### src/hw/rtl/xrr_pkg.sv
// Shared types, constants and functions of the range-limited xorshift generator.
package xrr_pkg;

    // Scrambling multiplier and xor-shift distances.
    localparam logic [63:0] XS_MULT    = 64'h2545F4914F6CDD1D;
    localparam int          XS_SHIFT_A = 12;
    localparam int          XS_SHIFT_B = 25;
    localparam int          XS_SHIFT_C = 27;

    // Generator state after reset.
    localparam logic [63:0] STATE_RESET = 64'd1;

    // Default depth of the job queue between front and back.
    localparam int XRR_QUEUE_DEPTH = 2;

    // Number of quotient bits worked by the divider, one per cycle.
    localparam int DIV_STEPS = 64;

    // Item modes.
    typedef enum logic [0:0] {
        MODE_SEED = 1'b0,
        MODE_DRAW = 1'b1
    } xrr_mode_t;

    // One draw handed from front to back: advanced state and the range.
    typedef struct packed {
        logic [63:0] state;
        logic [63:0] lower;
        logic [63:0] upper;
    } xrr_job_t;

    // Back-end sequencer states.
    typedef enum logic [2:0] {
        BK_IDLE,
        BK_MUL_LL,
        BK_MUL_LH,
        BK_MUL_HL,
        BK_DIV,
        BK_DONE
    } xrr_back_state_t;

    // One xorshift64 step: right 12, left 25, right 27.
    function automatic logic [63:0] xs_advance(input logic [63:0] s);
        logic [63:0] t;
        t = s ^ (s >> XS_SHIFT_A);
        t = t ^ (t << XS_SHIFT_B);
        t = t ^ (t >> XS_SHIFT_C);
        return t;
    endfunction

endpackage

### src/hw/rtl/xrr_queue.sv
// Small job queue that decouples the front end from the back end.
module xrr_queue
    import xrr_pkg::*;
#(
    parameter int DEPTH = XRR_QUEUE_DEPTH
)
(
    input  logic     clk,
    input  logic     rst_n,
    input  logic     push,
    input  xrr_job_t wr_data,
    output logic     full,
    input  logic     pop,
    output xrr_job_t rd_data,
    output logic     empty
);

    localparam int PW = (DEPTH > 1) ? $clog2(DEPTH) : 1;
    localparam int CW = $clog2(DEPTH + 1);

    xrr_job_t        slot_reg [DEPTH];
    logic [PW-1:0]   wr_ptr_reg;
    logic [PW-1:0]   wr_ptr_next;
    logic [PW-1:0]   rd_ptr_reg;
    logic [PW-1:0]   rd_ptr_next;
    logic [CW-1:0]   count_reg;
    logic [CW-1:0]   count_next;
    logic            do_push;
    logic            do_pop;

    assign full    = (count_reg == CW'(DEPTH));
    assign empty   = (count_reg == '0);
    assign do_push = push && !full;
    assign do_pop  = pop && !empty;
    assign rd_data = slot_reg[rd_ptr_reg];

    // Pointer and fill count update.
    always_comb
    begin
        wr_ptr_next = wr_ptr_reg;
        rd_ptr_next = rd_ptr_reg;
        count_next  = count_reg;
        if (do_push)
        begin
            wr_ptr_next = (wr_ptr_reg == PW'(DEPTH - 1)) ? '0 : wr_ptr_reg + 1'b1;
        end
        if (do_pop)
        begin
            rd_ptr_next = (rd_ptr_reg == PW'(DEPTH - 1)) ? '0 : rd_ptr_reg + 1'b1;
        end
        if (do_push && !do_pop)
        begin
            count_next = count_reg + 1'b1;
        end
        else if (do_pop && !do_push)
        begin
            count_next = count_reg - 1'b1;
        end
    end

    always_ff @(posedge clk or negedge rst_n)
    begin
        if (!rst_n)
        begin
            wr_ptr_reg <= '0;
            rd_ptr_reg <= '0;
            count_reg  <= '0;
        end
        else
        begin
            wr_ptr_reg <= wr_ptr_next;
            rd_ptr_reg <= rd_ptr_next;
            count_reg  <= count_next;
        end
    end

    // Job storage; payload only, no reset.
    always_ff @(posedge clk)
    begin
        if (do_push)
        begin
            slot_reg[wr_ptr_reg] <= wr_data;
        end
    end

endmodule

### src/hw/rtl/xrr_front.sv
// Front end: holds the generator state, loads seeds and queues advanced states for draws.
module xrr_front
    import xrr_pkg::*;
(
    input  logic        clk,
    input  logic        rst_n,
    input  logic        accept,
    input  logic        mode,
    input  logic [63:0] seed_value,
    input  logic [63:0] lower_bound,
    input  logic [63:0] upper_bound,
    output logic        job_push,
    output xrr_job_t    job
);

    logic [63:0] state_reg;
    logic [63:0] state_next;
    logic [63:0] state_adv;
    logic        is_draw;

    assign state_adv = xs_advance(state_reg);
    assign is_draw   = (mode == MODE_DRAW);

    // A draw hands the advanced state and its range to the back end.
    assign job_push  = accept && is_draw;
    assign job.state = state_adv;
    assign job.lower = lower_bound;
    assign job.upper = upper_bound;

    // A seed replaces the state; a draw moves it one step.
    always_comb
    begin
        state_next = state_reg;
        if (accept)
        begin
            state_next = is_draw ? state_adv : seed_value;
        end
    end

    always_ff @(posedge clk or negedge rst_n)
    begin
        if (!rst_n)
        begin
            state_reg <= STATE_RESET;
        end
        else
        begin
            state_reg <= state_next;
        end
    end

endmodule

### src/hw/rtl/xrr_back.sv
// Back end: scrambling multiply, iterative range reduction and the result register.
module xrr_back
    import xrr_pkg::*;
(
    input  logic        clk,
    input  logic        rst_n,
    input  logic        job_empty,
    input  xrr_job_t    job,
    output logic        job_pop,
    output logic        empty,
    input  logic        pop,
    output logic [63:0] drawn_value
);

    localparam int CNT_W = $clog2(DIV_STEPS);

    xrr_back_state_t state_reg;
    xrr_back_state_t state_next;

    logic [63:0]      mult_a_reg;
    logic [63:0]      mult_a_next;
    logic [63:0]      lower_reg;
    logic [63:0]      lower_next;
    logic [63:0]      upper_reg;
    logic [63:0]      upper_next;
    logic [63:0]      acc_reg;
    logic [63:0]      acc_next;
    logic [63:0]      span_reg;
    logic [63:0]      span_next;
    logic             range_empty_reg;
    logic             range_empty_next;
    logic [63:0]      rem_reg;
    logic [63:0]      rem_next;
    logic [CNT_W-1:0] cnt_reg;
    logic [CNT_W-1:0] cnt_next;
    logic             out_valid_reg;
    logic             out_valid_next;
    logic [63:0]      out_data_reg;
    logic [63:0]      out_data_next;

    logic             out_load;
    logic             div_last;
    logic [31:0]      mul_op_a;
    logic [31:0]      mul_op_b;
    logic [63:0]      mul_prod;
    logic [64:0]      trial;
    logic             trial_fits;

    assign div_last    = (cnt_reg == CNT_W'(DIV_STEPS - 1));
    assign empty       = !out_valid_reg;
    assign drawn_value = out_data_reg;

    // Next state of the sequencer.
    always_comb
    begin
        state_next = state_reg;
        case (state_reg)
            BK_IDLE:
            begin
                if (!job_empty)
                begin
                    state_next = BK_MUL_LL;
                end
            end
            BK_MUL_LL: state_next = BK_MUL_LH;
            BK_MUL_LH: state_next = BK_MUL_HL;
            BK_MUL_HL: state_next = range_empty_reg ? BK_DONE : BK_DIV;
            BK_DIV:
            begin
                if (div_last)
                begin
                    state_next = BK_DONE;
                end
            end
            BK_DONE:
            begin
                if (!out_valid_reg)
                begin
                    state_next = BK_IDLE;
                end
            end
            default: state_next = BK_IDLE;
        endcase
    end

    // Sequencer strobes.
    always_comb
    begin
        job_pop  = 1'b0;
        out_load = 1'b0;
        case (state_reg)
            BK_IDLE: job_pop  = !job_empty;
            BK_DONE: out_load = !out_valid_reg;
            default:
            begin
                job_pop  = 1'b0;
                out_load = 1'b0;
            end
        endcase
    end

    // One shared 32 by 32 multiplier; the product is the low half of state times constant.
    always_comb
    begin
        case (state_reg)
            BK_MUL_LH:
            begin
                mul_op_a = mult_a_reg[31:0];
                mul_op_b = XS_MULT[63:32];
            end
            BK_MUL_HL:
            begin
                mul_op_a = mult_a_reg[63:32];
                mul_op_b = XS_MULT[31:0];
            end
            default:
            begin
                mul_op_a = mult_a_reg[31:0];
                mul_op_b = XS_MULT[31:0];
            end
        endcase
    end

    assign mul_prod   = 64'(mul_op_a) * 64'(mul_op_b);

    // Restoring division step: shift in one dividend bit, subtract the span if it fits.
    assign trial      = {rem_reg, acc_reg[63]};
    assign trial_fits = (trial >= {1'b0, span_reg});

    // Datapath registers.
    always_comb
    begin
        mult_a_next      = mult_a_reg;
        lower_next       = lower_reg;
        upper_next       = upper_reg;
        acc_next         = acc_reg;
        span_next        = span_reg;
        range_empty_next = range_empty_reg;
        rem_next         = rem_reg;
        cnt_next         = cnt_reg;
        case (state_reg)
            BK_IDLE:
            begin
                if (job_pop)
                begin
                    mult_a_next = job.state;
                    lower_next  = job.lower;
                    upper_next  = job.upper;
                end
            end
            BK_MUL_LL:
            begin
                acc_next         = mul_prod;
                span_next        = upper_reg - lower_reg;
                range_empty_next = (upper_reg <= lower_reg);
            end
            BK_MUL_LH:
            begin
                acc_next = acc_reg + {mul_prod[31:0], 32'd0};
            end
            BK_MUL_HL:
            begin
                acc_next = acc_reg + {mul_prod[31:0], 32'd0};
                rem_next = '0;
                cnt_next = '0;
            end
            BK_DIV:
            begin
                rem_next = trial_fits ? 64'(trial - {1'b0, span_reg}) : trial[63:0];
                acc_next = {acc_reg[62:0], 1'b0};
                cnt_next = cnt_reg + 1'b1;
            end
            default:
            begin
                cnt_next = cnt_reg;
            end
        endcase
    end

    // Result register: filled only when free, emptied by a pop.
    always_comb
    begin
        out_valid_next = out_valid_reg;
        out_data_next  = out_data_reg;
        if (out_load)
        begin
            out_valid_next = 1'b1;
            out_data_next  = range_empty_reg ? lower_reg : rem_reg + lower_reg;
        end
        else if (pop && out_valid_reg)
        begin
            out_valid_next = 1'b0;
        end
    end

    always_ff @(posedge clk or negedge rst_n)
    begin
        if (!rst_n)
        begin
            state_reg     <= BK_IDLE;
            out_valid_reg <= 1'b0;
            cnt_reg       <= '0;
        end
        else
        begin
            state_reg     <= state_next;
            out_valid_reg <= out_valid_next;
            cnt_reg       <= cnt_next;
        end
    end

    // Payload registers, no reset.
    always_ff @(posedge clk)
    begin
        mult_a_reg      <= mult_a_next;
        lower_reg       <= lower_next;
        upper_reg       <= upper_next;
        acc_reg         <= acc_next;
        span_reg        <= span_next;
        range_empty_reg <= range_empty_next;
        rem_reg         <= rem_next;
        out_data_reg    <= out_data_next;
    end

endmodule

### src/hw/rtl/xorshift_range_random.sv
// Top level of the xorshift64* generator with range reduction.
//
//  Channel   Direction  Handshake        Fields
//  items     in         push / full      mode, seed_value, lower_bound, upper_bound
//  results   out        pop / empty      drawn_value
//
// A seed load updates the front-end state register and gives no result.
// A draw in the back end is a fetch, three 32x32 multiply steps, 64 restoring-divider
// steps (one quotient bit each) and a result write that waits while the result is unread.
// An empty range skips the divider.
// Up to QUEUE_DEPTH draws wait between front and back; full rises when that queue fills.
// Reset sets the generator state to one and empties the queue and result register.
module xorshift_range_random
    import xrr_pkg::*;
#(
    parameter int QUEUE_DEPTH = XRR_QUEUE_DEPTH
)
(
    input  logic        clk,
    input  logic        rst_n,
    input  logic        push,
    output logic        full,
    input  logic        mode,
    input  logic [63:0] seed_value,
    input  logic [63:0] lower_bound,
    input  logic [63:0] upper_bound,
    output logic        empty,
    input  logic        pop,
    output logic [63:0] drawn_value
);

    xrr_job_t front_job;
    xrr_job_t back_job;
    logic     front_push;
    logic     queue_full;
    logic     queue_empty;
    logic     back_pop;
    logic     accept;

    // An item transaction completes whenever the queue has room.
    assign full   = queue_full;
    assign accept = push && !queue_full;

    xrr_front u_front (
        .clk         (clk),
        .rst_n       (rst_n),
        .accept      (accept),
        .mode        (mode),
        .seed_value  (seed_value),
        .lower_bound (lower_bound),
        .upper_bound (upper_bound),
        .job_push    (front_push),
        .job         (front_job)
    );

    xrr_queue #(
        .DEPTH (QUEUE_DEPTH)
    ) u_queue (
        .clk     (clk),
        .rst_n   (rst_n),
        .push    (front_push),
        .wr_data (front_job),
        .full    (queue_full),
        .pop     (back_pop),
        .rd_data (back_job),
        .empty   (queue_empty)
    );

    xrr_back u_back (
        .clk         (clk),
        .rst_n       (rst_n),
        .job_empty   (queue_empty),
        .job         (back_job),
        .job_pop     (back_pop),
        .empty       (empty),
        .pop         (pop),
        .drawn_value (drawn_value)
    );

endmodule

### config.mk
export PLATFORM = sky130hd
export DESIGN_NAME = xorshift_range_random
export DESIGN_NICKNAME = d
export VERILOG_FILES = /design/src/hw/rtl/xrr_pkg.sv /design/src/hw/rtl/xrr_queue.sv /design/src/hw/rtl/xrr_front.sv /design/src/hw/rtl/xrr_back.sv /design/src/hw/rtl/xorshift_range_random.sv
export SDC_FILE = /design/constraint.sdc
export NUM_CORES = 2
export LEC_CHECK = 0
export BUFFER_PORTS_ARGS = -buffer_cell sky130_fd_sc_hd__buf_2
export CAP_MARGIN = 20
export CORE_UTILIZATION = 48
export CTS_BUF_LIST = sky130_fd_sc_hd__clkbuf_8
export DETAILED_ROUTE_END_ITERATION = 16
export PLACE_DENSITY = 0.68
export SETUP_SLACK_MARGIN = 0.15
export SKIP_LAST_GASP = 1
export SYNTH_ARGS = -nofsm -noshare
export SYNTH_HDL_FRONTEND = slang
export SYNTH_HIERARCHICAL = 1
export SYNTH_SLANG_ARGS = --single-unit
### constraint.sdc
create_clock -name clk -period 35.3 [get_ports clk]
set_input_delay 1.765 -clock clk [delete_from_list [all_inputs] [get_ports clk]]
set_output_delay 1.765 -clock clk [all_outputs]
set_load 0.01 [all_outputs]
== Word level (Yosys, flattened, before mapping) ==
Memory sizes are Yosys's and may differ from the RTL's. A register that Yosys moved wholly into a read port is not among the register bits.
Index checks and enable logic that the tools add are counted.
Storage, ports and cells
  bits in registers: 335
  bits in latches: 0
  RAM bits: 384
  bits in read-only memories: 0
  input bits: 197
  output and inout port bits: 66
  logic and storage cells: 82
  memories: 1
Memory list
  u_queue.slot_reg: words 2, width 192, rd ports 1, clocked after memory_dff 1, wr ports 1, RTL line xrr_queue.sv:21  | xrr_job_t slot_reg [DEPTH];
Cells by class
  add/subtract/negate cells: 9
  $mul: 1
  divide/modulo/power cells: 0
  $lt $le $gt $ge: 2
  equality and inequality tests: 10
  shift-type cells: 0
  muxes and demuxes: 23
  bitwise gates (word level): 3
  reduce and logical (&&, ||, !) cells: 21
Operators with widths (count)
  64-bit 2-to-1 mux: 3
  64-bit one-hot mux with 3 select lines: 1
  64-bit adder: 2
  64-bit one-hot mux with 2 select lines: 1
  64-bit subtractor: 2
  65-bit by 64-bit greater-or-equal comparator with 1-bit output: 1
  64-bit <= comparator: 1
  64-bit by 37-bit bitwise XOR with 64-bit output: 1
  64-bit by 52-bit bitwise XOR with 64-bit output: 1
  64-bit bitwise XOR: 1
  32-bit by 31-bit multiplier with 63-bit output: 1
  32-bit 2-to-1 mux: 1
  31-bit 2-to-1 mux: 1
  3-bit one-hot mux with 6 select lines: 1
  6-bit one-hot mux with 2 select lines: 1
  1-bit 2-to-1 mux: 9
  3-bit 2-to-1 mux: 3
  1-bit logical AND: 7
  6-bit by 1-bit adder with 6-bit output (second input constant): 1
  3-bit by 2-bit == test with 1-bit output (second input constant): 2
  3-bit == test (second input constant): 2
  6-bit == test (second input constant): 1
  2-bit nonzero test: 3
  1-bit logical NOT: 5
  14 further kinds: 17

== Depth between registers and ports, before layout ==
  word-level depth: 9
  depth in mapped cells: 43
  gate-level depth less buffers: 41

== By module ==
The synthesis kept the hierarchy.
By module, submodules not included
  xrr_back: instances 1, cells an instance 5384, area each 52962.0 µm², seq. area each 13733.2 µm²
  xrr_queue: instances 1, cells an instance 616, area each 14072.2 µm², seq. area each 11631.2 µm²
  xrr_front: instances 1, cells an instance 569, area each 5664.2 µm², seq. area each 1602.8 µm²
  xorshift_range_random: instances 1, cells an instance 1, area each 13.8 µm², seq. area each 0.0 µm²

== Worst setup path after synthesis ==
No wires, ideal clock.
  path kind: reg2reg
  start: register u_back.state_reg[0]
  end: register u_queue.count_reg[1]
  library setup time: 0.079 ns
  arrival: 23.401 ns
  data required time: 35.221 ns
  slack: 11.820 ns
  cell stages (with the launch flop): 7
  path buffers: 1
  clock period less this slack: 23.480 ns
  cell sequence: dfrtp_1 clkbuf_1 nor4_1 o21ai_0 ha_1 nor2_1 xor2_1
Between the ends
  cells in the longest elaborated chain, start to end: 6
  elaborated cells between the ends (all ways): 8
  classes of those cells: mux (2); reduce/logical (6)
RTL lines
  start: declaration: RTL line xrr_back.sv:17  | xrr_back_state_t state_reg;
  start signal: assignment: RTL line xrr_back.sv:206  | state_reg <= state_next;
  3-bit logical NOT *: RTL line xrr_back.sv:91  | case (state_reg)
  1-bit 2-to-1 mux *: RTL line xrr_back.sv:91
  via back_pop: RTL line xorshift_range_random.sv:37  | logic back_pop;
  1-bit logical AND *: RTL line xrr_queue.sv:34  | assign do_pop = pop && !empty;
  1-bit logical NOT: RTL line xrr_queue.sv:51  | if (do_push && !do_pop)
  1-bit logical AND: RTL line xrr_queue.sv:51
  2-bit 2-to-1 mux / 2-bit nonzero test (equally long branches)
  end signal: assignment: RTL line xrr_queue.sv:73  | count_reg <= count_next;
  end: declaration: RTL line xrr_queue.sv:26  | logic [CW-1:0] count_reg;
The timed path passes the listed nets; every way through them passes the cells marked *.
A chain may end at the register's enable or synchronous reset.

== Worst setup path after layout ==
  start: register u_back.state_reg[1]
  end: register u_back.acc_reg[63] (data pin)
Between the ends
  cells in the longest elaborated chain, start to end: 5
  elaborated cells between the ends (all ways): 10
  classes of those cells: add/sub (1); mul (1); eq/ne (4); mux (3); reduce/logical (1)
RTL lines
  3-bit by 2-bit == test with 1-bit output: RTL line xrr_back.sv:105, xrr_back.sv:141
  32-bit 2-to-1 mux / 31-bit 2-to-1 mux (equally long branches): RTL line xrr_back.sv:105  | case (state_reg)
  32-bit by 31-bit multiplier with 63-bit output: RTL line xrr_back.sv:124  | assign mul_prod = 64'(mul_op_a) * 64'(mul_op_b);
  64-bit adder: RTL line xrr_back.sv:159, xrr_back.sv:163
  64-bit one-hot mux with 3 select lines *: RTL line xrr_back.sv:141  | case (state_reg)
  via u_back.acc_next[63]: RTL line xrr_back.sv:27  | logic [63:0] acc_next;
  end signal: assignment: RTL line xrr_back.sv:218  | acc_reg <= acc_next;
  end: declaration: RTL line xrr_back.sv:26  | logic [63:0] acc_reg;
Marks and branches as above.

==> results by group <==
Synth
  – Synth Instances: 6,570
  – Cell taking the most area after synthesis: edfxtp_1
  – Synthesized area: 72,700 µm²
  – Commonest cells post-synth: inv_1, edfxtp_1, ha_1
  – Synth top area share: 34.4%
  – Synth top area cells: edfxtp_1, fa_1, ha_1, inv_1, mux2_2
  – Synth Flop Type: edfxtp_1
  – Post-synth EDFFs: 833
  – Sequential share of the synthesized area: 37.1%
  – Synth Register Bits: 911
  – Cell variety after synth: 104
  – Synth warn: 6
  – Top-count cell post-synth: inv_1
  – Post-synthesis area per instance: 11.1 µm²
  – Post-synth ARST share: 8.56%

Global routing
  – Largest net degree at the start of global routing: 131
  – GRT overflow: 0
  – Vias in the first global route: 50,000
  – First-pass GRT wire length: 297,000 µm
  – GRT Total Usage: 25.6%
  – Initial antenna violation count: 6

Floorplan
  – Top-level port count: 263
  – Die area: 153,000 µm²
  – Num rows: 142
  – Core area: 150,000 µm²
  – Die Height: 391 µm
  – Die width: 391 µm
  – Initial Util: 48.4%

Worst setup path
  – WP buf/inv: 12
  – Crit start category: flip-flop
  – Max incr delay on CP: 0.78 ns
  – Critical-path top delay cell: mux2i_1
  – Crit path DAT: 11.94 ns
  – CP dominant cell by count: inv_1
  – FF-to-FF Start: u_back/state_reg[1]$_DFFE_PN0P_
  – Gate family responsible for the most delay along the worst path: adder cells
  – Crit-path max FO: 33
  – Worst setup path start: u_back/state_reg[1]$_DFFE_PN0P_
  – CP Data Required Time: 35.96 ns
  – Crit end category: flip-flop
  – Setup CP Type: reg -> reg

Run
  – Maxcap violations: 0

Clock network
  – Worst-path clk slew: 0.07 ns
  – Post-CTS Resized: 0
  – CTS buffer count: 153
  – Num Clock Sinks: 911
  – Setup bufs post-CTS: 0
  – Skew-Pair Late Insertion Delay: 0.93 ns
  – Root Buffer: clkbuf_8
  – CTS tree: built
  – Clock buffer depth: 3
  – Hold_buf cts: 0
  – H-Tree Depth: 4

STA
  – Max_slew headroom: 17.9%
  – Tcrit/Tclk final: 31.9%
  – Final setup violation count: 0
  – Skew final: 0.0725 ns
  – Final Hold Viols: 0
  – Worst Tran Pin Value: 1.22 ns
  – Crit path time final: 11.28 ns
  – Setup TNS: 0 ns
  – Fin. max-slew vios: 0
  – Fmax achieved: 0.0887 GHz
  – RSZ-0062 raised after global routing: no

Worst hold path
  – Hold Startpoint: u_back/cnt_reg[4]$_DFFE_PN0P_
  – Worst Hold Class: reg -> reg

Cells and area
  – Largest register FFs: 384
  – Share of cells above drive strength 1: 12.0%
  – Final net count: 8,150
  – Finished Cell Area: 78,400 µm²
  – Layout area overhead: 7.82%

Routing
  – DRC: 0
  – Routed wire length: 196,000 µm
  – Vias per cell: 5.60
  – Final ANT Viol Nets: 0
  – Initial DRC count: 4,118
  – Vias: 49,600
  – Drt pass-1 iters: 6
  – Routed length per instance: 22.0 µm

Place
  – Port Buffer Count: 262
  – Post-DP HPWL: 155,000 µm
  – Cell Area, Placed: 75,200 µm²
  – Routability cong.: 1.00

Run status
  – Status: completed
routing by layer:
layer  GRT usage (%)  wire length (µm)  vias to the layer above
li1                -                 -                    22800
met1            36.6             87900                    24600
met2            39.3             87400                     1833
met3            4.73             13900                      330
met4            8.50              6210                       10
met5               0                68                        -
worst reg2reg max path, delay by kind of cell (launching register included):
kind	cells	cell delay [ns]
muxes	1	0.82
xor gates and xnor gates	3	0.61
AOI/OAI and AO/OA	7	2.09
adders and majority gates	10	4.06
DFF	1	0.48
buffers and inverters	12	1.73
and+or+nand+nor	8	1.25
metrics by stage:
stage | setup WS, ns | instances | util (%) | hold slack, ns
after global routing | 23.35 | 8867 | 52.2 | 0.520
after floorplan | 11.82 | 6602 | - | 0.461
after CTS | 24.13 | 8861 | 52.2 | 0.508
after detailed placement | 24.16 | 8587 | 50.1 | 0.495
after global placement | 24.36 | 8586 | 50.1 | 0.494
final | 24.02 | 8868 | 52.2 | 0.509
cell type report:
type | instances | area [µm²]
fillers | 13200 | 71700
multi-input cells | 4335 | 40200
flip-flops and latches | 911 | 27000
inverters | 1013 | 3800
well taps | 2016 | 2520
clock buffers | 154 | 2120
repair buffers | 316 | 1770
clock inverters | 120 | 975
diodes | 3 | 7.51
cell families (layout without fill, tap and decap cells):
kind of cell | count (synthesis) | in the layout | share of synthesized area [%]
fa+ha+maj | 1223 | 1223 | 27.0
simple gates | 1115 | 1115 | 7.17
buf+inv | 1356 | 1603 | 7.84
other cells | 2 | 37 | 0.0103
xor+xnor | 404 | 404 | 5.31
mux | 291 | 291 | 4.40
compound gates | 1268 | 1268 | 11.2
flops | 911 | 911 | 37.1
path summary, 6_finish.rpt:
path,slack (ns),end,cells past startpoint
max in group asynchronous,33.37,u_queue/rd_ptr_reg$_DFFE_PN0P_,2
worst min-delay path,0.51,u_back/cnt_reg[4]$_DFFE_PN0P_,1
worst max register to register,24.02,u_back/acc_reg[63]$_DFFE_PP_,41
worst min register to register,0.51,u_back/cnt_reg[4]$_DFFE_PN0P_,1
worst max-delay path,24.02,u_back/acc_reg[63]$_DFFE_PP_,41
min in group asynchronous,0.77,u_front/state_reg[26]$_DFFE_PN0P_,1
cells in the final DEF, fill, tap and decap left out, types with 18 or more instances in the layout:
| cell type | Yosys | layout |
|---|---|---|
| inv_1 | 1012 | 1049 |
| edfxtp_1 | 833 | 833 |
| ha_1 | 644 | 644 |
| fa_1 | 579 | 579 |
| nand2_1 | 415 | 412 |
| a21oi_1 | 388 | 387 |
| nor2_1 | 265 | 262 |
| buf_2 | 17 | 261 |
| xnor2_1 | 258 | 258 |
| o21ai_0 | 254 | 254 |
| mux2_2 | 228 | 228 |
| a21o_1 | 170 | 170 |
| clkbuf_8 | 0 | 154 |
| xor2_1 | 120 | 120 |
| nand3_1 | 84 | 84 |
| dfrtp_1 | 77 | 76 |
| nand4_1 | 75 | 75 |
| mux2i_1 | 63 | 63 |
| o21bai_1 | 54 | 53 |
| buf_4 | 140 | 49 |
| o21a_1 | 46 | 46 |
| and3_1 | 45 | 44 |
| nor3_1 | 44 | 44 |
| a31oi_1 | 43 | 43 |
| nor2b_1 | 42 | 41 |
| a211oi_1 | 39 | 39 |
| conb_1 | 2 | 34 |
| clkinv_1 | 0 | 33 |
| nand2b_1 | 28 | 28 |
| o31ai_1 | 26 | 26 |
| o22ai_1 | 26 | 26 |
| a22o_1 | 25 | 25 |
| a22oi_1 | 22 | 22 |
| or3_1 | 21 | 21 |
| and2_1 | 21 | 20 |
| o211ai_1 | 18 | 18 |
Power is left out: the tool's default activity adds up to more than one toggle a clock period on the data nets, which glitch-free logic cannot reach.
